$ cat src/rtl/core/atp_pkg.sv
// atp_pkg: shared types and constants of the atan2 polynomial approximation.
// Holds the fixed-point formats, the minimax coefficients and the pipeline tag.
// No dependencies.
`default_nettype none

package atp_pkg;

  // Default configuration
  localparam int COORD_WIDTH_DEF     = 16;
  localparam int ANGLE_FRAC_BITS_DEF = 13;

  // Ratio r: unsigned, one integer bit plus 16 fraction bits (holds 1.0 exactly)
  localparam int RATIO_FRAC = 16;
  localparam int RATIO_W    = RATIO_FRAC + 1;

  // Horner accumulator: signed, 16 fraction bits
  localparam int ACC_W      = 20;
  localparam int POLY_TERMS = 7;

  // Product poly*r and folded angle: unsigned, 32 fraction bits
  localparam int T_FRAC = 32;
  localparam int T_W    = ACC_W - 1 + RATIO_W;

  typedef logic signed [ACC_W-1:0] acc_t;
  typedef logic [T_W-1:0]          tval_t;

  // Minimax coefficients in Q1.16, highest power first
  localparam acc_t POLY_COEF [0:POLY_TERMS-1] = '{
    20'sd473, -20'sd2298, 20'sd5353, -20'sd8765, 20'sd13013, -20'sd21840, 20'sd65536
  };

  // pi and pi/2 with 32 fraction bits, rounded to nearest
  localparam tval_t PI_Q32      = T_W'(64'd13493037705);
  localparam tval_t HALF_PI_Q32 = T_W'(64'd6746518852);

  // Side information that travels with every transaction down the pipeline
  typedef struct packed {
    logic valid;
    logic ybig;   // |y| > |x|
    logic xneg;   // x < 0
    logic yneg;   // y < 0
    logic zero;   // both coordinates zero
  } tag_t;

endpackage

`default_nettype wire

$ cat src/rtl/core/atp_divider.sv
// atp_divider: magnitude/octant stage followed by a pipelined restoring divider
// that forms r = round(min/max) in Q1.16, one quotient bit per stage.
// Depends on atp_pkg.
`default_nettype none

module atp_divider #(
  parameter int COORD_WIDTH = atp_pkg::COORD_WIDTH_DEF
) (
  input  wire                               clk,
  input  wire                               rst_n,
  input  wire                               en,
  input  wire                               in_valid,
  input  wire         [COORD_WIDTH-1:0]     y_coord,
  input  wire         [COORD_WIDTH-1:0]     x_coord,
  output logic        [atp_pkg::RATIO_W-1:0] ratio,
  output atp_pkg::tag_t                     tag_o
);
  import atp_pkg::*;

  localparam int CW    = COORD_WIDTH;
  localparam int NW    = CW + RATIO_FRAC;   // numerator width
  localparam int NSTG  = RATIO_W;           // one stage per quotient bit

  // Magnitudes and octant
  logic [CW-1:0] ay, ax, hi_val, lo_val;
  logic          yneg, xneg, ybig;
  logic [NW-1:0] num;
  tag_t          tag_nxt;

  always_comb begin
    yneg   = y_coord[CW-1];
    xneg   = x_coord[CW-1];
    ay     = yneg ? (CW'(0) - y_coord) : y_coord;
    ax     = xneg ? (CW'(0) - x_coord) : x_coord;
    ybig   = ay > ax;
    hi_val = ybig ? ay : ax;
    lo_val = ybig ? ax : ay;
    // (lo << 16) + hi/2 gives round-half-up of the quotient
    num    = {lo_val, RATIO_FRAC'(0)} + NW'(hi_val >> 1);
    tag_nxt.valid = in_valid;
    tag_nxt.ybig  = ybig;
    tag_nxt.xneg  = xneg;
    tag_nxt.yneg  = yneg;
    tag_nxt.zero  = (hi_val == '0);
  end

  // Per-stage divider state
  logic [CW-1:0]      rem_r  [0:NSTG];
  logic [CW-1:0]      hi_r   [0:NSTG];
  logic [NSTG-1:0]    nlo_r  [0:NSTG];
  logic [NSTG-1:0]    q_r    [0:NSTG];
  tag_t               tag_r  [0:NSTG];

  // Entry register: partial remainder starts with the numerator bits above the quotient
  always_ff @(posedge clk) begin
    if (!rst_n) begin
      tag_r[0] <= '0;
    end else if (en) begin
      tag_r[0] <= tag_nxt;
    end
    if (en) begin
      rem_r[0] <= {1'b0, num[NW-1:NSTG]};
      hi_r[0]  <= hi_val;
      nlo_r[0] <= num[NSTG-1:0];
      q_r[0]   <= '0;
    end
  end

  // Restoring divide: stage s resolves quotient bit NSTG-1-s
  for (genvar s = 0; s < NSTG; s++) begin : g_div
    localparam int K = NSTG - 1 - s;
    logic [CW:0] trial, diff;
    logic        ge;

    always_comb begin
      trial = {rem_r[s], nlo_r[s][K]};
      diff  = trial - {1'b0, hi_r[s]};
      ge    = trial >= {1'b0, hi_r[s]};
    end

    always_ff @(posedge clk) begin
      if (!rst_n) begin
        tag_r[s+1] <= '0;
      end else if (en) begin
        tag_r[s+1] <= tag_r[s];
      end
      if (en) begin
        rem_r[s+1] <= ge ? diff[CW-1:0] : trial[CW-1:0];
        hi_r[s+1]  <= hi_r[s];
        nlo_r[s+1] <= nlo_r[s];
        q_r[s+1]   <= {q_r[s][NSTG-2:0], ge};
      end
    end
  end

  assign ratio = q_r[NSTG];
  assign tag_o = tag_r[NSTG];

endmodule

`default_nettype wire

$ cat config.mk
export PLATFORM = sky130hd
export DESIGN_NAME = atp_divider
export DESIGN_NICKNAME = d
export VERILOG_FILES = /design/src/rtl/core/atp_pkg.sv /design/src/rtl/core/atp_divider.sv
export SDC_FILE = /design/constraint.sdc
export NUM_CORES = 1
export LEC_CHECK = 0
export BUFFER_PORTS_ARGS = -buffer_cell sky130_fd_sc_hd__buf_2
export CAP_MARGIN = 20
export CORE_MARGIN = 2
export CORE_UTILIZATION = 60
export CTS_BUF_LIST = sky130_fd_sc_hd__clkbuf_4 sky130_fd_sc_hd__clkbuf_8
export CTS_CLUSTER_SIZE = 28
export DETAILED_ROUTE_END_ITERATION = 8
export GPL_TIMING_DRIVEN = 0
export PLACE_DENSITY = 0.79
export SLEW_MARGIN = 20
export SYNTH_ARGS = -nofsm -noshare
export SYNTH_HDL_FRONTEND = slang
export SYNTH_SLANG_ARGS = --single-unit
export TNS_END_PERCENT = 20
$ cat constraint.sdc
create_clock -name clk -period 9.8 [get_ports clk]
set_input_delay 1.47 -clock clk [delete_from_list [all_inputs] [get_ports clk]]
set_output_delay 1.47 -clock clk [all_outputs]
set_load 0.02 [all_outputs]
Word level (Yosys, flattened, before mapping)

Memory sizes are Yosys's and may differ from the RTL's.
Index checks and enable logic that the tools add are counted.

Register bits: 0
Bits in writable memories: 1278
Bits of input ports: 36
Output and inout bits: 22
Word-level logic and storage cells: 106
Memories: 5

$add $sub $neg: 20
Order comparisons: 18
Muxes and demuxes: 44
Bitwise logic cells: 18
Reductions and logical operators: 1

Memories:

| memory | words | bits a word | read ports | clocked after memory_dff | wr ports | RTL line          | RTL |
|---|---|---|---|---|---|---|---|
| nlo_r  | 18    | 17          | 17         | 0                        | 18       | atp_divider.sv:50 | `logic [NSTG-1:0] nlo_r [0:NSTG];` |
| q_r    | 18    | 17          | 18         | 0                        | 18       | atp_divider.sv:51 | `logic [NSTG-1:0] q_r [0:NSTG];` |
| hi_r   | 18    | 16          | 17         | 0                        | 18       | atp_divider.sv:49 | `logic [CW-1:0] hi_r [0:NSTG];` |
| rem_r  | 18    | 16          | 17         | 0                        | 18       | atp_divider.sv:48 | `logic [CW-1:0] rem_r [0:NSTG];` |
| tag_r  | 18    | 5           | 18         | 0                        | 18       | atp_divider.sv:52 | `tag_t tag_r [0:NSTG];` |

Operator list:

| cell                                              | count |
|---|---|
| 2-to-1 mux 16 bit                                 | 21 |
| greater-or-equal comparator 17 x 16 -> 1 bit      | 17 |
| subtractor 16 bit                                 | 17 |
| 2-to-1 mux 5 bit                                  | 18 |
| adder 32 x 15 -> 32 bit                           | 1 |
| subtractor 1 x 16 -> 16 bit, first input constant | 2 |
| OR 1 bit                                          | 18 |
| greater-than comparator 16 bit                    | 1 |
| logical NOT 16 bit                                | 1 |
| 2-to-1 mux 1 bit                                  | 5 |

Logic depth before layout (Yosys ltp)

Gate-level depths: netlist of the first run.

Depth in word-level cells: 6
Mapped depth: 18
Gate-level depth less buffers: 16

Worst setup path before layout of the first run

No wires, ideal clock.

Kind: input -> register
Start point: input port y_coord[10]
End point: memory tag_r[0][0] (netlist bit) (data pin)
Library setup time: 0.190 ns
Arrival: 4.949 ns
Required time: 9.610 ns
Path slack: 4.661 ns
Cell stages on the path: 12
Buffers on the path: 1
Cells stage by stage: or4_4 -> or3_4 -> o41ai_2 -> xor2_1 -> inv_2 -> ha_1 -> nand4_1 -> or4_1 -> and2_1 -> buf_2 -> or4_1 -> a2111oi_2

RTL lines:

| what            | RTL line          | RTL |
|---|---|---|
| start, declared | atp_divider.sv:13 | `input wire [COORD_WIDTH-1:0] y_coord,` |
| end, declared   | atp_divider.sv:52 |  |

==> impl_metrics.json, run 1 <==
{
  "status": "completed",
  "crit_path_start": "y_coord[10]",
  "max-cap-violations": 0,
  "dr_total_vias": 26041,
  "cp_top_family": "simple AND/OR/NAND/NOR gates",
  "routabilityCongestion": 0.8936,
  "slew_headroom": 0.4626,
  "cts_buffer_depth": 3,
  "dr.pass1.iters": 5,
  "areaGrowthSynthToFinish_pct": 10.38,
  "fill_cells": 4865,
  "cts_hold_buf": 0,
  "clk_pin_slew_ps": 60,
  "path_depth": 15,
  "cts_root_buf": "clkbuf_8",
  "regToRegSetupSlack_ps": 6140,
  "hold_class": "reg -> reg",
  "worstMarginPinSlew_ps": 806.1,
  "wl_per_cell_um": 17.34,
  "initial_utilization": 0.6080,
  "cts_max_level": 4,
  "async_flop_share": 0,
  "grt_max_degree": 111,
  "fmax_mhz": 192.9,
  "r2r_start": "hi_r[9][1]$_DFFE_PP_",
  "path_class": "in -> reg",
  "synth_edf_count": 787,
  "wl_um": 78470,
  "vdd_drop_max_mv": 0.1235,
  "ant_nets": 0,
  "netlist_area_um2": 40980,
  "p_per_area_nw_per_um2": 304.2,
  "period_needed_ps": 5185,
  "highest_layer": "met4",
  "hold_viol_final": 0,
  "grt_usage": 0.2261,
  "worstPathMaxFanout": 10,
  "gr-total-overflow": 0,
  "clk_latency_ps": 760,
  "finalNetCount": 3900,
  "cts_setup_buffers": 0,
  "yosysSeqAreaShare": 0.5767,
  "instances_no_fill": 4525,
  "synthCells": 3362,
  "critPathRequiredTime_ps": 10260,
  "synth.avg_cell_area_um2": 12.19,
  "drive_gt1_frac": 0.1052,
  "core_area_um2": 67400,
  "rsz0062_at_grt": "no",
  "ys_warn_count": 0,
  "cts_sinks": 787,
  "critPathBufInv": 5,
  "cp_common_cell": "buf_2",
  "end_kind": "flop",
  "power.static_leakage_nw": 18.74,
  "ys_seq_elements": 787,
  "drtIter0Drc": 2075,
  "r2r_end": "rem_r[10][9]$_DFFE_PP_",
  "multi_input_area_um2": 15780,
  "setup_slack_ps": 4615,
  "hpwl_um": 57030,
  "finalInstanceArea_um2": 45230,
  "viasPerCell": 5.755,
  "port_buffers": 56,
  "met3_length_um": 4219,
  "pin_count": 58,
  "r2r_cells": 11,
  "die_h_um": 265.3,
  "drc": 0,
  "met1_length_um": 33490,
  "rows": 95,
  "synth_ff_type": "edfxtp_1",
  "crit_chain": "buf_2 -> or4_4 -> or3_4 -> o41ai_2 -> xor2_1 -> inv_2 -> ha_1 -> nand4_1 -> a2111o_1 -> o211ai_1 -> and2_1 -> buf_2 -> buf_2 -> clkbuf_1 -> o21ai_0",
  "cts_resized": 0,
  "final.period_utilization": 0.5291,
  "cts_tree": "done",
  "antenna_found_initial": 1,
  "place_area_um2": 42590,
  "cts_made_buffers": 130,
  "drv_slew": 0,
  "cp.arrival_ps": 5640,
  "pre_cts_ws_ps": 3908,
  "slowest_delay_ps": 540,
  "grt_pass1_vias": 25646,
  "dr_wl_met2_um": 38410,
  "place_inst": 4299,
  "crit_end": "nlo_r[0][16]$_DFFE_PP_",
  "grt_first_pass_wirelength_um": 126600,
  "die_area_um2": 70400,
  "finClkSkew_ps": 25.10,
  "crit_path_start_kind": "input pin",
  "synth_nets": 3704,
  "slowest_stage": "or4_4",
  "die_x_um": 265.3,
  "yosysUniqueCellTypes": 81,
  "regArea_um2": 23630,
  "final_util": 0.6712,
  "finalSetupViolCount": 0,
  "setup_total_negative_slack_ps": 0
}
==> Yosys cell counts, drive strengths merged, types with 43 or more instances <==
cell      n  share of area
a21o     78          0.014
clkbuf   54         0.0049
and3    113          0.017
o21ai   180          0.022
nor2    165          0.015
inv     348          0.032
mux2    104          0.029
nand3    48         0.0059
xnor2   103          0.022
edfxtp  787           0.58
nand2   205          0.019
nor2b    47         0.0072
a21oi   255          0.031
xor2     94          0.020
ha      290          0.089
mux2i    43          0.011
==> cell type report <==
type	count	share of cell area
Timing Repair Buffer	64	0.01129
Sequential cell	787	0.5225
Clock inverter	52	0.01090
Multi-Input combinational cell	2160	0.3488
Clock buffer	173	0.04752
Buffer	67	0.005947
Antenna cell	1	0.00005532
Tap cell	873	0.02415
Inverter	348	0.02888
==> metrics by stage <==
step                hold WS, ps  total power [mW]
finish                    408.8             13.76
global route              420.3             14.69
CTS                       409.3             13.80
detailed placement        404.5             10.80
global placement          400.5             10.70
floorplan                 400.3             9.418
==> layout by cell type (no fill, tap or decap), types with 31 or more instances in the layout <==
cell type,count
buf_2,66
mux2i_1,43
nor2b_1,47
nand3_1,48
a21oi_1,255
o21ai_0,149
nand2b_1,33
nor2_1,165
nand4_1,38
nand2_1,205
inv_1,347
clkbuf_8,136
xor2_1,94
clkbuf_1,54
and3_1,113
mux2_2,75
o21ai_1,31
clkbuf_4,37
ha_1,290
o21a_1,42
edfxtp_1,787
xnor2_1,103
a21o_1,78
==> flip-flops by register name, summed over array words and instances, names as in the netlist <==
register  flops
nlo_r        18
q_r         153
tag_r        90
hi_r        255
rem_r       271
==> worst min path at each step <==
| stage | slack [ps] | start | endpoint | depth (start not counted) |
|---|---|---|---|---|
| after floorplan | 400 | q_r[9][0]$_DFFE_PP_ | q_r[10][1]$_DFFE_PP_ | 0 |
| after global placement | 400 | q_r[7][3]$_DFFE_PP_ | q_r[8][4]$_DFFE_PP_ | 0 |
| after detailed placement | 400 | q_r[9][3]$_DFFE_PP_ | q_r[10][4]$_DFFE_PP_ | 0 |
| after CTS | 410 | q_r[6][4]$_DFFE_PP_ | q_r[7][5]$_DFFE_PP_ | 0 |
| after global routing | 420 | q_r[8][2]$_DFFE_PP_ | q_r[9][3]$_DFFE_PP_ | 0 |
| final | 410 | q_r[12][1]$_DFFE_PP_ | q_r[13][2]$_DFFE_PP_ | 0 |
==> logic make-up after synthesis <==
family,synth area share
muxes,0.03908
AOI/OAI and AO/OA,0.1137
adders and majority gates,0.09636
and+or+nand+nor,0.09358
xor gates and xnor gates,0.04211
buffers and inverters,0.03844
DFF,0.5767
==> report_power, final <==
part           total [mW]  internal [mW]  switching [mW]
Sequential           5.28           4.85           0.422
Clock                2.93           1.67            1.27
Combinational        5.55           2.44            3.11
Total                13.8           8.96            4.80
==> per-layer routing <==
| metal | vias up | track usage |
|---|---|---|
| li1 | 12837 | - |
| met1 | 12397 | 0.2879 |
| met2 | 641 | 0.3846 |
| met3 | 166 | 0.04129 |
| met4 | 0 | 0.09024 |
| met5 | - | 0 |
No activity file was read; power rests on OpenSTA's default activity.
==> inputs of run 2 (changes only) <==
Settings changed: ABC_AREA set to 1, CORE_UTILIZATION 60 to 59, PLACE_DENSITY 0.79 to 0.81.
Clock period 9.8 ns to 4.2 ns, I/O delays scaled along.
==> run 2 against run 1 <==
Compared with the run above: first-iteration DRC count fell by 1.7%; synthesized area increased by 1.0%; sequential share of layout area fell by 0.46 points; clock skew up 0.56 ps; total power rose by 140%; wire length increased by 6.7%; cell count is 14% higher; flip-flop and latch count did not move; critical path type unchanged; highest routed layer unchanged.
==> impl_metrics.json, run 2 <==
{
  "setup_total_negative_slack_ps": 0,
  "final_common_cell": "edfxtp_1",
  "yosysTopAreaCell": "edfxtp_1",
  "netlist_top_cells_count": "787 x edfxtp_1, 655 x nand2_1, 528 x inv_1",
  "ys_warn_count": 0,
  "clk_pin_slew_ps": 50,
  "cts_sinks": 787,
  "r2r_end": "rem_r[3][12]$_DFFE_PP_",
  "r2r_start": "nlo_r[2][14]$_DFFE_PP_",
  "cts_buffer_depth": 3,
  "ys_seq_elements": 787,
  "layout_common_cells": "787 x edfxtp_1, 654 x nand2_1, 528 x inv_1",
  "worstPathMaxFanout": 10,
  "die_area_um2": 72310,
  "cts_made_buffers": 131,
  "dr_total_vias": 27888,
  "max-cap-violations": 0,
  "pre_cts_ws_ps": 3.327,
  "hpwl_um": 62300,
  "synth.most_common_cell": "edfxtp_1",
  "pin_count": 58,
  "period_needed_ps": 3461,
  "power.static_leakage_nw": 19.22,
  "gr-total-overflow": 0,
  "final.period_utilization": 0.8241,
  "grt_pass1_vias": 27370,
  "p_total_mw": 32.71,
  "rows": 97,
  "cts_setup_buffers": 0,
  "p_per_area_nw_per_um2": 716.7,
  "synth_ff_type": "edfxtp_1",
  "routabilityCongestion": 0.9097,
  "areaGrowthSynthToFinish_pct": 10.23,
  "vdd_drop_max_mv": 0.3724,
  "synthTopCellsByArea": "edfxtp_1 57%, ha_1 8.8%, nand2_1 5.9%",
  "cp.arrival_ps": 3900,
  "crit_path_start_kind": "input pin",
  "top_regs": "rem_r: 271 flops, hi_r: 255 flops, q_r: 153 flops",
  "initial_utilization": 0.5933,
  "async_flop_share": 0,
  "met3_length_um": 4566,
  "finalInstanceArea_um2": 45640,
  "hold_class": "in -> reg",
  "worstMarginPinSlew_ps": 693.2,
  "synth_top_area_frac": 0.5708,
  "max_flop_register": "rem_r",
  "yosysUniqueCellTypes": 44,
  "grt_max_degree": 112,
  "wl_um": 83750,
  "clk_latency_ps": 770,
  "regToRegSetupSlack_ps": 1380,
  "cts_hold_buf": 0,
  "dr.pass1.iters": 5,
  "cts_tree": "done",
  "core_area_um2": 69790,
  "status": "completed",
  "slew_headroom": 0.5320,
  "path_class": "in -> reg",
  "cts_root_buf": "clkbuf_8",
  "whs_ps": 176.5,
  "drtIter0Drc": 2040,
  "r2r_cells": 10,
  "ant_nets": 0,
  "viasPerCell": 5.399,
  "setup_slack_ps": 738.8,
  "critPathRequiredTime_ps": 4640,
  "cts_resized": 0,
  "yosysSeqAreaShare": 0.5708,
  "crit_path_start": "x_coord[0]",
  "synth_edf_count": 787,
  "drc": 0,
  "wl_per_cell_um": 16.22,
  "drv_slew": 0,
  "die_h_um": 268.9,
  "drive_gt1_frac": 0.09211,
  "highest_layer": "met4",
  "end_kind": "flop",
  "cts_max_level": 4,
  "die_x_um": 268.9,
  "finalNetCount": 4471,
  "rsz0062_at_grt": "no",
  "finalSetupViolCount": 0,
  "port_buffers": 57,
  "grt_first_pass_wirelength_um": 134000,
  "synth_nets": 4273,
  "crit_end": "rem_r[0][0]$_DFFE_PP_",
  "grt_usage": 0.2361,
  "netlist_area_um2": 41400,
  "largest_reg_flops": 271,
  "place_area_um2": 43100,
  "finClkSkew_ps": 25.65,
  "hold_viol_final": 0,
  "antenna_found_initial": 1,
  "synthCells": 3931,
  "met1_length_um": 34520,
  "synth.avg_cell_area_um2": 10.53,
  "dr_wl_met2_um": 41140,
  "fmax_mhz": 288.9
}
run 2: changes by cell type after synthesis, sizes merged, moves of 64 or more:
cell / change
inv: +190
nand3: +64
and3: -113
o21ai: +94
a21oi: +93
nand2: +469
mux2: -104
nor2: +221
run 2: power by group:
| part | switching [mW] | total, mW | leakage, nW | internal [mW] |
|---|---|---|---|---|
| clock network | 2.95 | 6.56 | 1.34 | 3.61 |
| logic | 8.28 | 13.7 | 10.1 | 5.39 |
| registers | 1.08 | 12.5 | 7.80 | 11.4 |
run 2: kinds of logic (layout without fill, tap and decap cells):
kind of cell / count (synthesis) / in the layout / share of synthesized area
AO/OA/AOI/OAI: 734 / 734 / 0.09840
XOR/XNOR: 238 / 238 / 0.05035
adder cells (fa/ha/maj): 306 / 306 / 0.09538
buffers and inverters: 604 / 896 / 0.06044
flip-flops: 787 / 787 / 0.5708
other: 0 / 2 / 0
AND/OR/NAND/NOR: 1262 / 1262 / 0.1246
run 2: cell type report:
class | count | area [um2]
inverter | 538 | 2019
timing repair buffer | 65 | 515.5
sequential | 787 | 23630
clock buffer | 178 | 2181
buffer | 66 | 483.0
clock inverter | 49 | 351.6
fill | 5377 | 24150
tap | 940 | 1176
antenna | 2 | 5.005
multi-input combinational | 2540 | 15270
run 2: how the worst min path moves through the flow:
stage | startpoint | end | slack [ps] | cells past startpoint
3_3_place_gp | q_r[14][13]$_DFFE_PP_ | q_r[15][14]$_DFFE_PP_ | 400 | 0
4_1_cts | in_valid | tag_r[0][4]$_SDFFCE_PN0P_ | 100 | 3
2_1_floorplan | q_r[9][0]$_DFFE_PP_ | q_r[10][1]$_DFFE_PP_ | 400 | 0
6_report | in_valid | tag_r[0][4]$_SDFFCE_PN0P_ | 180 | 3
5_1_grt | in_valid | tag_r[0][4]$_SDFFCE_PN0P_ | 170 | 3
3_5_place_dp | q_r[9][0]$_DFFE_PP_ | q_r[10][1]$_DFFE_PP_ | 400 | 0
run 2: layer usage:
metal / global-route usage / up-vias
li1: - / 13940
met1: 0.2869 / 12983
met2: 0.4078 / 748
met3: 0.04475 / 217
met4: 0.1101 / 0
met5: 0 / -
run 2: per-stage QoR:
step / util / std cells
after CTS: 0.6539 / 5163
after detailed placement: 0.6176 / 4936
final: 0.6540 / 5165
after global routing: 0.6540 / 5165
after floorplan: - / 3931
after global placement: 0.6142 / 4928
run 2: worst max-delay path, stage by stage:
cell and delay [ps]:
buf_2 110, inv_1 160, ha_1 170, inv_1 50, nor3_2 180, nand3_1 160
o21ai_1 220, nand3_1 100, nand2_1 140, inv_1 70, ha_1 270, nand2_1 70
nor3_2 250, nand3_1 180, nand2_1 240, buf_2 250, clkbuf_1 380, o21ai_0 270
