[config.mk]
export PLATFORM = sky130hd
export DESIGN_NAME = atp_fold
export DESIGN_NICKNAME = d
export VERILOG_FILES = /design/src/rtl/core/atp_pkg.sv /design/src/rtl/core/atp_fold.sv
export SDC_FILE = /design/constraint.sdc
export NUM_CORES = 1
export LEC_CHECK = 0
export ABC_CLOCK_PERIOD_IN_PS = 4200
export BUFFER_PORTS_ARGS = -buffer_cell sky130_fd_sc_hd__buf_4
export CAP_MARGIN = 30
export CORE_ASPECT_RATIO = 0.8
export CORE_MARGIN = 1
export CORE_UTILIZATION = 58
export DETAILED_ROUTE_END_ITERATION = 8
export PLACE_DENSITY = 0.82
export SETUP_SLACK_MARGIN = 0.05
export SYNTH_ARGS = -nofsm -noshare
export SYNTH_HDL_FRONTEND = slang
export SYNTH_SLANG_ARGS = --single-unit
[constraint.sdc]
create_clock -name clk -period 4.2 [get_ports clk]
set_clock_uncertainty 0.2 [all_clocks]
set_input_delay 0.21 -clock clk [delete_from_list [all_inputs] [get_ports clk]]
set_output_delay 0.21 -clock clk [all_outputs]
set_load 0.05 [all_outputs]
[src/rtl/core/atp_pkg.sv]
// atp_pkg: shared types and constants of the atan2 polynomial approximation.
// Holds the fixed-point formats, the minimax coefficients and the pipeline tag.
// No dependencies.
`default_nettype none

package atp_pkg;

  // Default configuration
  localparam int COORD_WIDTH_DEF     = 16;
  localparam int ANGLE_FRAC_BITS_DEF = 13;

  // Ratio r: unsigned, one integer bit plus 16 fraction bits (holds 1.0 exactly)
  localparam int RATIO_FRAC = 16;
  localparam int RATIO_W    = RATIO_FRAC + 1;

  // Horner accumulator: signed, 16 fraction bits
  localparam int ACC_W      = 20;
  localparam int POLY_TERMS = 7;

  // Product poly*r and folded angle: unsigned, 32 fraction bits
  localparam int T_FRAC = 32;
  localparam int T_W    = ACC_W - 1 + RATIO_W;

  typedef logic signed [ACC_W-1:0] acc_t;
  typedef logic [T_W-1:0]          tval_t;

  // Minimax coefficients in Q1.16, highest power first
  localparam acc_t POLY_COEF [0:POLY_TERMS-1] = '{
    20'sd473, -20'sd2298, 20'sd5353, -20'sd8765, 20'sd13013, -20'sd21840, 20'sd65536
  };

  // pi and pi/2 with 32 fraction bits, rounded to nearest
  localparam tval_t PI_Q32      = T_W'(64'd13493037705);
  localparam tval_t HALF_PI_Q32 = T_W'(64'd6746518852);

  // Side information that travels with every transaction down the pipeline
  typedef struct packed {
    logic valid;
    logic ybig;   // |y| > |x|
    logic xneg;   // x < 0
    logic yneg;   // y < 0
    logic zero;   // both coordinates zero
  } tag_t;

endpackage

`default_nettype wire

[src/rtl/core/atp_fold.sv]
// atp_fold: folds the first-octant angle into the full circle, then rounds to
// the output precision and applies the sign; ends in the output register.
// Depends on atp_pkg.
`default_nettype none

module atp_fold #(
  parameter int ANGLE_FRAC_BITS = atp_pkg::ANGLE_FRAC_BITS_DEF
) (
  input  wire                               clk,
  input  wire                               rst_n,
  input  wire                               en,
  input  atp_pkg::tval_t                    t_val,
  input  atp_pkg::tag_t                     tag_i,
  output logic                              out_valid,
  output logic signed [ANGLE_FRAC_BITS+2:0] angle
);
  import atp_pkg::*;

  localparam int AW = ANGLE_FRAC_BITS + 3;
  localparam int SH = T_FRAC - ANGLE_FRAC_BITS;

  // Octant fold
  tval_t t_y, t_x, tf_r;
  tag_t  tag_f_r;

  always_comb begin
    t_y = tag_i.ybig ? (HALF_PI_Q32 - t_val) : t_val;
    t_x = tag_i.xneg ? (PI_Q32 - t_y) : t_y;
  end

  always_ff @(posedge clk) begin
    if (!rst_n) begin
      tag_f_r <= '0;
    end else if (en) begin
      tag_f_r <= tag_i;
    end
    if (en) begin
      tf_r <= t_x;
    end
  end

  // Round magnitude half away from zero, then sign
  logic [T_W:0]    sum;
  logic [AW-1:0]   mag, angle_nxt;
  logic            valid_r;
  logic [AW-1:0]   angle_r;

  always_comb begin
    sum       = {1'b0, tf_r} + ((T_W + 1)'(1) << (SH - 1));
    mag       = sum[SH +: AW];
    angle_nxt = tag_f_r.yneg ? (AW'(0) - mag) : mag;
    if (tag_f_r.zero) begin
      angle_nxt = '0;
    end
  end

  always_ff @(posedge clk) begin
    if (!rst_n) begin
      valid_r <= 1'b0;
    end else if (en) begin
      valid_r <= tag_f_r.valid;
    end
    if (en) begin
      angle_r <= angle_nxt;
    end
  end

  assign out_valid = valid_r;
  assign angle     = $signed(angle_r);

endmodule

`default_nettype wire

-- Word-level counts from Yosys, hierarchy flattened
Cells that the tools add are included.
- flip-flop bits (word level): 55
- bits of input ports: 44
- output and inout bits: 17
- logic and storage cells: 13
- $add $sub $neg: 4
- mux-type cells: 3
- operators by type and width (kind ; number):
    35-bit two-way mux ; 2
    35-bit by 19-bit adder with 35-bit output (second input constant) ; 1
    33-bit by 35-bit subtractor with 35-bit output (first input constant) ; 1
    34-bit by 35-bit subtractor with 35-bit output (first input constant) ; 1
    16-bit two-way mux ; 1
    1-bit by 16-bit subtractor with 16-bit output (first input constant) ; 1

-- Longest topological paths before layout
Gate-level depths: netlist of run 1.
- depth after elaboration: 4
- gate-level depth with buffers: 12

-- Worst setup path before layout of run 1
No wires, ideal clock.
- path type: in2reg
- from: input port t_val[5]
- to: register tf_r[29], data pin
- library setup time: 266 ps
- arrival time: 2862 ps
- required time: 3734 ps
- path slack: 873 ps
- stages on the path: 10
- cells stage by stage: or3_4 -> buf_6 -> or4_4 -> o21ai_2 -> or4_1 -> o2111ai_1 -> o41ai_2 -> o41ai_2 -> or3_1 -> xor2_1
- longest elaborated chain between the ends: 4
- ends and longest elaborated chain (what ; RTL line ; RTL):
    from (decl) ; atp_fold.sv:12 ; input atp_pkg::tval_t t_val,
    33-bit by 35-bit subtractor with 35-bit output ; atp_fold.sv:27 ; t_y = tag_i.ybig ? (HALF_PI_Q32 - t_val) : t_val;
    35-bit two-way mux (*) ; atp_fold.sv:27 ;
    34-bit by 35-bit subtractor with 35-bit output ; atp_fold.sv:28 ; t_x = tag_i.xneg ? (PI_Q32 - t_y) : t_y;
    35-bit two-way mux (*) ; atp_fold.sv:28 ;
    named net t_x[29] ; atp_fold.sv:23 ; tval_t t_y, t_x, tf_r;
    to (signal assigned) ; atp_fold.sv:38 ; tf_r <= t_x;
    to (decl) ; atp_fold.sv:23 ;
The timed path passes the listed nets; every way through them passes the cells marked *.
A chain may end at the register's enable or synchronous reset.

-- Final worst setup path of run 1
- from: input port t_val[5]
- to: register tf_r[34], data pin
The elaborated chain is that of the path after synthesis.

==> results of run 1 <==
-- report_power, final --
part	internal [mW]	switching, mW
registers	0.468	0.0350
clock network	0.239	0.126
logic	0.183	0.289
total	0.890	0.451
-- sequential cells by signal, summed over array words and instances, names as in the netlist --
name       cells
tf_r          17
angle         16
tag_f_r        3
out_valid      1
-- cells in the final DEF, fill, tap and decap left out, drive strengths merged, types with 11 or more instances in the layout --
cell    netlist  final
nor2         37     37
nand2        39     39
xnor2        40     40
inv          15     16
o21ai        37     37
nand3        23     23
or3          11     11
nor3         15     15
buf           5     61
a21oi        16     16
edfxtp       33     33
xor2         25     25
-- through the flow --
stage,power [mW],utilization,worst slack [ns]
after global placement,0.957,0.688,0.362
after global routing,1.41,0.716,0.283
after CTS,1.34,0.716,0.576
after detailed placement,0.975,0.688,0.266
after floorplan,0.837,-,0.873
final,1.34,0.716,0.488
-- kinds of logic (layout without fill, tap and decap cells) --
| family | count (synthesis) | in the layout | share of synthesized area |
|---|---|---|---|
| and+or+nand+nor | 190 | 190 | 0.279 |
| AOI/OAI and AO/OA | 107 | 107 | 0.207 |
| adders and majority gates | 3 | 3 | 0.0102 |
| xor gates and xnor gates | 65 | 65 | 0.157 |
| buffers and inverters | 37 | 87 | 0.0406 |
| muxes | 5 | 5 | 0.0137 |
| DFF | 37 | 37 | 0.292 |
-- layer usage --
metal,global-route usage,vias to the layer above,routed length (um)
met5,0,-,0
met4,0.0811,0,145
met3,0.0333,18,555
met2,0.457,134,4010
met1,0.365,1611,3860
li1,-,1742,-
-- tightest hold or removal path: cells and delay by family --
kind	cells	cell delay, ns
and+or+nand+nor	1	0.10
muxes	1	0.06
buffers and inverters	1	0.08
-- cell type report --
| cell class | instances | area (sq um) |
|---|---|---|
| clock buffer | 5 | 68.8 |
| sequential | 37 | 1070 |
| fill | 478 | 1710 |
| tap | 81 | 101 |
| timing repair buffer | 64 | 488 |
| multi-input combinational | 370 | 2440 |
| clock inverter | 3 | 68.8 |
| inverter | 15 | 56.3 |
-- path summary, 6_finish.rpt --
| check | depth (start not counted) | slack (ns) | end | from |
|---|---|---|---|---|
| setup reg to reg | 11 | 0.73 | angle[15]$_SDFFCE_PP0P_ | tf_r[18]$_DFFE_PP_ |
| hold / removal | 3 | -0.005 | tag_f_r[1]$_SDFFE_PN0P_ | tag_i[1] |
| hold reg to reg | 2 | 0.35 | out_valid$_SDFFE_PN0P_ | out_valid$_SDFFE_PN0P_ |
| setup / recovery | 11 | 0.49 | tf_r[34]$_DFFE_PP_ | t_val[5] |
==> run_results.csv, run 1 <==
group,metric,value,unit
outcome,status,"finished with violations",
outcome,failed_checks,"hold timing",
clock_network,worst_skew_pair.late_latency,0.29,ns
route,detail_route.drc_violations,0,
clock_network,cts_max_path_buffers,2,
place,dpl.cell_count,564,
worst_hold_path,hold_path.class,"primary input to flop",
clock_network,clock_tree_root_driver_cell,"clkbuf_8",
logic_synthesis,commonest_cells_in_the_synthesized_netlist,"nand2_1, xnor2_1, nor2_1",
worst_setup_path,criticalPathCategory,"primary input to flop",
global_routing,grt_usage,0.270,
clock_network,h-tree-depth,2,
route,drt-initial-drc-count,277,
global_routing,vias_in_the_first_global_route,3159,
clock_network,cts-buffers-inserted,5,
final_layout,final_net_count,540,
final_layout,stdcell_area,4300,sq um
logic_synthesis,yosysTopAreaCell,"edfxtp_1",
logic_synthesis,postSynth.asyncResetShare,0,
worst_setup_path,worstPathRequired,4.05,ns
logic_synthesis,ys.flop_type,"edfxtp_1",
power_and_ir_drop,vdd_ir_drop_max,134,uV
timing,drv_slew,0,
route,vias,3505,
route,totalWireLength,8570,um
final_layout,drive_gt1_frac,0.174,
route,wl_per_cell,14.9,um
global_routing,grt_first_pass_wirelength,14600,um
timing,totalNegativeSetupSlack,0,ns
logic_synthesis,synth.yosys.seq_area_share,0.292,
worst_setup_path,setup.worst_path.end_class,"flop",
power_and_ir_drop,p_leak,1.58,nW
job,max_cap_violations,0,
place,globalplace.congestion,0.914,
timing,grt_setup_unrepaired,"false",
timing,report.final.hold_viol_count,1,
logic_synthesis,syn-mean-instance-area,8.25,sq um
logic_synthesis,synthesized_nets,491,
logic_synthesis,post_syn_area,3660,sq um
global_routing,grt-ovfl-total,0,
floorplan,rows,25,
clock_network,post_cts_resize_count,0,
logic_synthesis,synth-seq-cells,37,
logic_synthesis,number_of_flops_mapped_to_enable_cells_by_yosys,33,
clock_network,holdBufCountCts,3,
worst_setup_path,timing.critical_path.cells,"buf_4 > or3_4 > nor4_2 > o21ai_0 > a221o_1 > a22oi_1 > o211ai_2 > o41ai_2 > o21ai_2 > nor3_2 > xnor2_1",
worst_setup_path,timing.critical_path.buf_inv,1,
floorplan,core_region_area,6010,sq um
final_layout,fin_cells,575,
power_and_ir_drop,power.density,312,nW/um^2
floorplan,fp.dieW,90.9,um
logic_synthesis,yosys.area.top_type_share,0.270,
floorplan,floorplan.die.height,73.1,um
worst_setup_path,critPathArrivalTime,3.56,ns
timing,finalHoldWorstSlack,-0.00488,ns
clock_network,post-cts-setup-buffer-count,0,
floorplan,initial_utilization,0.610,
place,placement.cell_area,4130,sq um
final_layout,synthToLayoutAreaGrowth,17.3,%
timing,finalWorstPathRequiredPeriod,3.71,ns
clock_network,cts.reportedPaths.clkPinSlew,0.07,ns
route,drt.antenna.violating_nets,0,
logic_synthesis,ys_warn_count,0,
floorplan,io_pins,61,
logic_synthesis,post_synth_main_area_contributors,"edfxtp_1, xnor2_1, xor2_1",
timing,setup_violations,0,
global_routing,antenna_found_initial,0,
global_routing,grt_max_degree,38,
route,firstDrtPassIters,5,
worst_setup_path,crit_path_max_fanout,11,
place,dp.final_hpwl,6600,um
worst_setup_path,critical-path-slowest-cell,"nor4_2",
floorplan,design.die.area,6640,sq um
place,io_buffer_count,59,
worst_setup_path,setup.worst_path.start_class,"primary input",
clock_network,clock_sink_count,37,
timing,tightest_slew,0.856,ns
worst_setup_path,category_of_cells_accounting_for_the_largest_share_of_critical_path_delay,"compound AO/OA/AOI/OAI gates",
timing,final_min_period_over_clock_period,0.884,
worst_setup_path,worst_path_largest_cell_delay,0.74,ns
timing,fmax,269,MHz
logic_synthesis,synthDistinctLibCells,75,
logic_synthesis,synthCells,444,
timing,slew_headroom,0.424,
route,viasPerCell,6.10,
clock_network,cts_tree,"built",
final_layout,count_of_antenna_diodes_in_the_layout,0,
Power figures use the tool's default switching activity.
==> inputs of run 2 (changes only) <==
--- a/config.mk
+++ b/config.mk
@@ -5,15 +5,17 @@
 export SDC_FILE = /design/constraint.sdc
 export NUM_CORES = 1
 export LEC_CHECK = 0
+export ABC_AREA = 1
 export ABC_CLOCK_PERIOD_IN_PS = 4200
 export BUFFER_PORTS_ARGS = -buffer_cell sky130_fd_sc_hd__buf_4
 export CAP_MARGIN = 30
 export CORE_ASPECT_RATIO = 0.8
 export CORE_MARGIN = 1
-export CORE_UTILIZATION = 58
+export CORE_UTILIZATION = 60
 export DETAILED_ROUTE_END_ITERATION = 8
-export PLACE_DENSITY = 0.82
+export PLACE_DENSITY = 0.83
 export SETUP_SLACK_MARGIN = 0.05
+export SLEW_MARGIN = 0
 export SYNTH_ARGS = -nofsm -noshare
 export SYNTH_HDL_FRONTEND = slang
 export SYNTH_SLANG_ARGS = --single-unit
==> run 2 against run 1 <==
Compared with the run above: the run now ends clean; critical path type is now flop to flop; clock power is 16% lower; critical path depth grew 4; core utilization down 1.0 points.
==> run_results.csv, run 2 <==
group,metric,value,unit
floorplan,floorplan.die.height,79.9,um
job,max_cap_violations,0,
route,met2_wirelength,5520,um
timing,grt_setup_unrepaired,"false",
final_layout,register_ranked_first_by_flip_flop_count,"tf_r",
logic_synthesis,yosys.area.top_type_share,0.223,
worst_setup_path,setup.worst_path.start_class,"flop",
power_and_ir_drop,power.density,251,nW/um^2
clock_network,h-tree-depth,2,
floorplan,io_pins,61,
timing,slew_headroom,0.656,
logic_synthesis,post_synth_main_area_contributors,"nand2_1, edfxtp_1, nand3_1",
clock_network,cts-buffers-inserted,5,
floorplan,initial_utilization,0.619,
power_and_ir_drop,p_leak,2.61,nW
floorplan,design.die.area,7940,sq um
logic_synthesis,synthDistinctLibCells,37,
worst_hold_path,min_delay_path_depth,3,
logic_synthesis,postSynth.asyncResetShare,0,
clock_network,cts_max_path_buffers,2,
logic_synthesis,commonest_cells_in_the_synthesized_netlist,"nand2_1, inv_1, nor2_1",
global_routing,grt_first_pass_wirelength,21000,um
route,drt.antenna.violating_nets,0,
final_layout,fin_cells,950,
place,dpl.cell_count,940,
timing,fmax,340,MHz
worst_setup_path,rr_startpoint,"tf_r[18]$_DFFE_PP_",
logic_synthesis,ys.flop_type,"edfxtp_1",
outcome,status,"completed",
final_layout,mostFrequentLayoutCells,"nand2_1, inv_1, nor2_1",
route,totalWireLength,12700,um
global_routing,grt_max_degree,49,
worst_hold_path,hold-path-endpoint,"tag_f_r[1]$_SDFFE_PN0P_",
worst_setup_path,depth_of_the_worst_register_to_register_path,15,
logic_synthesis,synth-seq-cells,37,
floorplan,rows,28,
timing,final_min_period_over_clock_period,0.700,
final_layout,drive_gt1_frac,0.137,
clock_network,worst_skew_pair.late_latency,0.29,ns
clock_network,cts.reportedPaths.clkPinSlew,0.08,ns
worst_setup_path,crit_path_max_fanout,4,
final_layout,fillerInstances,639,
logic_synthesis,ys_warn_count,0,
worst_setup_path,criticalPathCategory,"flop to flop",
place,dp.final_hpwl,10200,um
logic_synthesis,synthCells,801,
worst_setup_path,setup.worst_path.end_class,"flop",
worst_setup_path,r2r_slack,1.26,ns
worst_setup_path,critPathArrivalTime,2.78,ns
route,wl_per_cell,13.4,um
logic_synthesis,syn-mean-instance-area,5.68,sq um
global_routing,vias_in_the_first_global_route,4697,
floorplan,core_region_area,7360,sq um
place,io_buffer_count,59,
worst_hold_path,hold_path.class,"primary input to flop",
power_and_ir_drop,vdd_ir_drop_max,244,uV
logic_synthesis,yosysTopAreaCell,"nand2_1",
final_layout,final_net_count,906,
floorplan,fp.dieW,99.4,um
place,globalplace.congestion,0.977,
route,dr.max_layer_used,"met4",
clock_network,clock_sink_count,37,
route,drt-met1-wl,6080,um
route,firstDrtPassIters,6,
route,sum_of_met3_wire_segment_lengths_after_detailed_routing,968,um
route,vias,5208,
timing,totalNegativeSetupSlack,0,ns
timing,drv_slew,0,
global_routing,grt_usage,0.329,
route,drt-initial-drc-count,425,
timing,report.final.hold_viol_count,0,
logic_synthesis,number_of_flops_mapped_to_enable_cells_by_yosys,33,
logic_synthesis,synthesized_nets,848,
worst_setup_path,setup.worst_path.start,"tf_r[18]$_DFFE_PP_",
global_routing,grt-ovfl-total,0,
final_layout,count_of_antenna_diodes_in_the_layout,0,
clock_network,clock_tree_root_driver_cell,"clkbuf_8",
timing,setup_violations,0,
timing,finalWorstPathRequiredPeriod,2.94,ns
worst_setup_path,r2r_endpoint,"angle[15]$_SDFFCE_PP0P_",
route,detail_route.drc_violations,0,
global_routing,antenna_found_initial,0,
timing,tightest_slew,0.516,ns
worst_setup_path,worstPathRequired,4.04,ns
final_layout,synthToLayoutAreaGrowth,14.0,%
logic_synthesis,synth.yosys.seq_area_share,0.235,
final_layout,largest_register_ff_count,17,
logic_synthesis,post_syn_area,4550,sq um
worst_hold_path,hold_path.startpoint,"tag_i[1]",
final_layout,layout_commonest_cell,"nand2_1",
clock_network,cts_tree,"built",
clock_network,post-cts-setup-buffer-count,0,
logic_synthesis,top_count_cell_post_synth,"nand2_1",
route,viasPerCell,5.48,
run 2: cell count changes after synthesis, moves of 11 or more:
cell	before	now
nand3_1	23	83
nand2_1	39	270
inv_1	15	107
clkbuf_1	17	6
nand2_2	0	21
xnor2_1	39	6
nor2_2	0	12
nand4_1	8	19
nor2_1	37	101
run 2: final cells by class:
cell class	count	area [sq um]	share of cell area
clock buffers	6	72.6	0.0140
clock inverters	2	33.8	0.00651
inverters	116	435	0.0839
multi-input cells	638	3000	0.579
flip-flops and latches	37	1070	0.206
well taps	90	113	0.0217
repair buffers	61	463	0.0892
run 2: repair_timing:
item	in CTS	in global routing
gates resized for setup	0	0
endpoints found under the hold margin	4	0
hold buffers	2	0
run 2: report_power, final:
| group | switching (mW) | internal, mW |
|---|---|---|
| clock | 0.129 | 0.175 |
| combinational | 0.351 | 0.165 |
| sequential | 0.0264 | 0.456 |
run 2: how the worst max path moves through the flow:
stage	endpoint	slack, ns	cells after the start
after global placement	tf_r[26]$_DFFE_PP_	1.17	15
after floorplan	angle[14]$_SDFFCE_PP0P_	1.73	11
after global routing	angle[15]$_SDFFCE_PP0P_	0.92	15
after CTS	angle[15]$_SDFFCE_PP0P_	1.35	15
after detailed placement	tf_r[26]$_DFFE_PP_	1.11	15
final	angle[15]$_SDFFCE_PP0P_	1.26	15
run 2: per-stage QoR:
stage | cell area [sq um] | power [mW] | worst slack (ns) | util | hold slack [ns]
floorplan | 4550 | 0.838 | 1.73 | - | 0.122
global placement | 5070 | 0.972 | 1.17 | 0.689 | 0.238
detailed placement | 5070 | 0.993 | 1.11 | 0.689 | 0.240
CTS | 5190 | 1.30 | 1.35 | 0.706 | 0.0127
global route | 5190 | 1.38 | 0.917 | 0.706 | 0.0632
finish | 5190 | 1.30 | 1.26 | 0.706 | 0.0377
run 2: per-layer routing:
layer / GRT usage / vias to the layer above
met5: 0 / -
met4: 0.0691 / 0
met3: 0.0560 / 22
met1: 0.454 / 2317
met2: 0.538 / 196
li1: - / 2673
run 2: worst max-delay path: stages, from the launching register on:
cell and delay [ns]:
edfxtp_1 0.37, nand2_1 0.09, nor2_1 0.17, nand4_1 0.15, nor3_2 0.27, inv_1 0.08
nor2_1 0.14, nand2_1 0.09, xor2_1 0.29, nand2_1 0.08, nor2_1 0.19, nand3_1 0.15
o21ai_2 0.18, nand2_1 0.08, nand2_1 0.08, nor2_1 0.06
run 2: cells by family (layout without fill, tap and decap cells):
family | count (synthesis) | in the layout | share of synthesized area
XOR/XNOR | 22 | 22 | 0.0423
AND/OR/NAND/NOR | 543 | 543 | 0.525
flip-flops | 37 | 37 | 0.235
AO/OA/AOI/OAI | 70 | 70 | 0.0846
adder cells (fa/ha/maj) | 3 | 3 | 0.00824
buffers and inverters | 126 | 185 | 0.105
==> inputs of run 3 (changes only) <==
--- a/config.mk
+++ b/config.mk
@@ -6,7 +6,7 @@
 export NUM_CORES = 1
 export LEC_CHECK = 0
 export ABC_AREA = 1
-export ABC_CLOCK_PERIOD_IN_PS = 4200
+export ABC_CLOCK_PERIOD_IN_PS = 3000
 export BUFFER_PORTS_ARGS = -buffer_cell sky130_fd_sc_hd__buf_4
 export CAP_MARGIN = 30
 export CORE_ASPECT_RATIO = 0.8
==> constraint.sdc (replaced) <==
create_clock -name clk -period 3 [get_ports clk]
set_clock_uncertainty 0.2 [all_clocks]
set_input_delay 0.15 -clock clk [delete_from_list [all_inputs] [get_ports clk]]
set_output_delay 0.15 -clock clk [all_outputs]
set_load 0.05 [all_outputs]
==> run 3 against run 2 <==
Compared with the run above: clock-buffer cell count is 1 lower; register-to-register slack worse by 1.1 ns; via count is 4.6% higher; sequential cell count stayed put; non-clock buffer count is 9 higher; hold slack better by 0.076 ns; die area stayed put; wire length is 8.2% higher; first-iteration DRC count is 8.0% higher; cell count is 0.95% higher; critical path type unchanged; largest cell class unchanged; largest power group unchanged; highest routed layer unchanged.
==> run_results.csv, run 3 (synthesis gave the netlist of run 2 again) <==
group,metric,value,unit
outcome,status,"completed",
final_layout,layout_commonest_cell,"nand2_1",
final_layout,stdcell_area,5400,sq um
worst_hold_path,hold_path.startpoint,"en",
worst_setup_path,setup.worst_path.start,"tf_r[19]$_DFFE_PP_",
route,vias,5448,
worst_setup_path,crit_path_max_fanout,4,
timing,drv_slew,0,
floorplan,fp.dieW,99.4,um
final_layout,fillerInstances,644,
route,drt.antenna.violating_nets,0,
worst_setup_path,r2r_slack,0.17,ns
clock_network,h-tree-depth,2,
global_routing,antenna_found_initial,0,
final_layout,register_ranked_first_by_flip_flop_count,"tf_r",
global_routing,vias_in_the_first_global_route,4862,
global_routing,grt-ovfl-total,0,
final_layout,synthToLayoutAreaGrowth,18.6,%
final_layout,count_of_antenna_diodes_in_the_layout,0,
clock_network,worst_skew_pair.late_latency,0.30,ns
final_layout,mostFrequentLayoutCells,"nand2_1, inv_1, nor2_1",
worst_setup_path,setup.worst_path.start_class,"flop",
final_layout,fin_cells,959,
worst_setup_path,r2r_endpoint,"angle[15]$_SDFFCE_PP0P_",
place,globalplace.congestion,0.967,
worst_setup_path,depth_of_the_worst_register_to_register_path,15,
floorplan,core_region_area,7360,sq um
route,totalWireLength,13800,um
floorplan,floorplan.die.height,79.9,um
place,placement.cell_area,5080,sq um
route,detail_route.drc_violations,0,
floorplan,design.die.area,7940,sq um
timing,final_min_period_over_clock_period,0.942,
clock_network,clock_sink_count,37,
global_routing,grt_usage,0.343,
route,wl_per_cell,14.4,um
floorplan,io_pins,61,
worst_setup_path,worstPathRequired,2.85,ns
route,drt-initial-drc-count,459,
place,dp.final_hpwl,10300,um
place,io_buffer_count,59,
timing,report.final.hold_viol_count,0,
worst_setup_path,rr_startpoint,"tf_r[19]$_DFFE_PP_",
global_routing,grt_first_pass_wirelength,21700,um
place,dpl.cell_count,942,
clock_network,cts_max_path_buffers,2,
final_layout,drive_gt1_frac,0.165,
global_routing,grt_max_degree,48,
timing,setup_violations,0,
worst_hold_path,hold_path.class,"primary input to flop",
clock_network,cts-buffers-inserted,5,
worst_setup_path,critPathArrivalTime,2.68,ns
route,firstDrtPassIters,6,
power_and_ir_drop,p_leak,2.69,nW
timing,finalWorstPathRequiredPeriod,2.83,ns
clock_network,cts.reportedPaths.clkPinSlew,0.09,ns
final_layout,final_net_count,915,
power_and_ir_drop,vdd_ir_drop_max,516,uV
job,max_cap_violations,0,
floorplan,initial_utilization,0.619,
clock_network,clock_tree_root_driver_cell,"clkbuf_8",
power_and_ir_drop,power.density,366,nW/um^2
timing,tightest_slew,0.461,ns
timing,fmax,354,MHz
route,viasPerCell,5.68,
worst_setup_path,criticalPathCategory,"flop to flop",
floorplan,rows,28,
worst_setup_path,setup.worst_path.end_class,"flop",
worst_setup_path,worstSetupEndpoint,"angle[15]$_SDFFCE_PP0P_",
final_layout,largest_register_ff_count,17,
clock_network,cts_tree,"built",
timing,slew_headroom,0.692,
-- run 3: what timing repair did --
item                                    4_1_cts  5_1_grt
hold buffers                                  5        0
resized for setup                             0       21
endpoints found under the setup margin        0        3
endpoints found under the hold margin         4        0
buffers inserted                              0        4
-- run 3: how the worst min path moves through the flow --
stage                                    to  cells after the start
floorplan            angle[0]$_SDFFCE_PP0P_                      0
global placement    tag_f_r[4]$_SDFFE_PN0P_                      3
detailed placement  tag_f_r[4]$_SDFFE_PN0P_                      3
CTS                      tf_r[32]$_DFFE_PP_                      4
global route         angle[5]$_SDFFCE_PP0P_                      1
finish               angle[4]$_SDFFCE_PP0P_                      1
-- run 3: critical path, stage by stage (launching register included) --
cell      delay, ns
edfxtp_1       0.36
nand2_1        0.09
nor2_2         0.15
nand4_1        0.18
nor3_4         0.27
inv_1          0.09
nor2_2         0.16
nand2_2        0.10
xor2_2         0.25
nand2_2        0.11
nor2_4         0.13
nand3_2        0.11
o21ai_2        0.18
nand2_1        0.07
nand2_1        0.06
nor2_1         0.04
-- run 3: report_power, final --
part / switching (mW) / total, mW / internal, mW
combinational: 0.512 / 0.754 / 0.242
clock: 0.205 / 0.540 / 0.335
sequential: 0.0428 / 0.682 / 0.639
-- run 3: cell type report --
class / count / area (sq um) / area share
multi-input cells: 638 / 3110 / 0.575
inverters: 116 / 435 / 0.0806
repair buffers: 70 / 538 / 0.0996
well taps: 90 / 113 / 0.0208
clock inverters: 3 / 68.8 / 0.0127
flip-flops and latches: 37 / 1070 / 0.198
clock buffers: 5 / 68.8 / 0.0127
-- run 3: per-stage QoR --
stage	TNS (ns)	worst slack, ns	hold WS (ns)	total power, mW	util
finish	0	0.173	0.113	1.97	0.734
global route	-0.0479	-0.0479	0.128	2.08	0.734
CTS	0	0.177	0.109	1.93	0.716
detailed placement	0	0.120	0.192	1.39	0.691
global placement	0	0.233	0.180	1.37	0.691
floorplan	0	0.533	0.0625	1.17	-
-- run 3: per-layer routing --
layer	global-route usage	part of all wire	vias to the layer above
li1	-	-	2697
met1	0.459	0.43	2428
met3	0.0482	0.085	40
met2	0.570	0.46	283
met5	0	0	-
met4	0.113	0.024	0
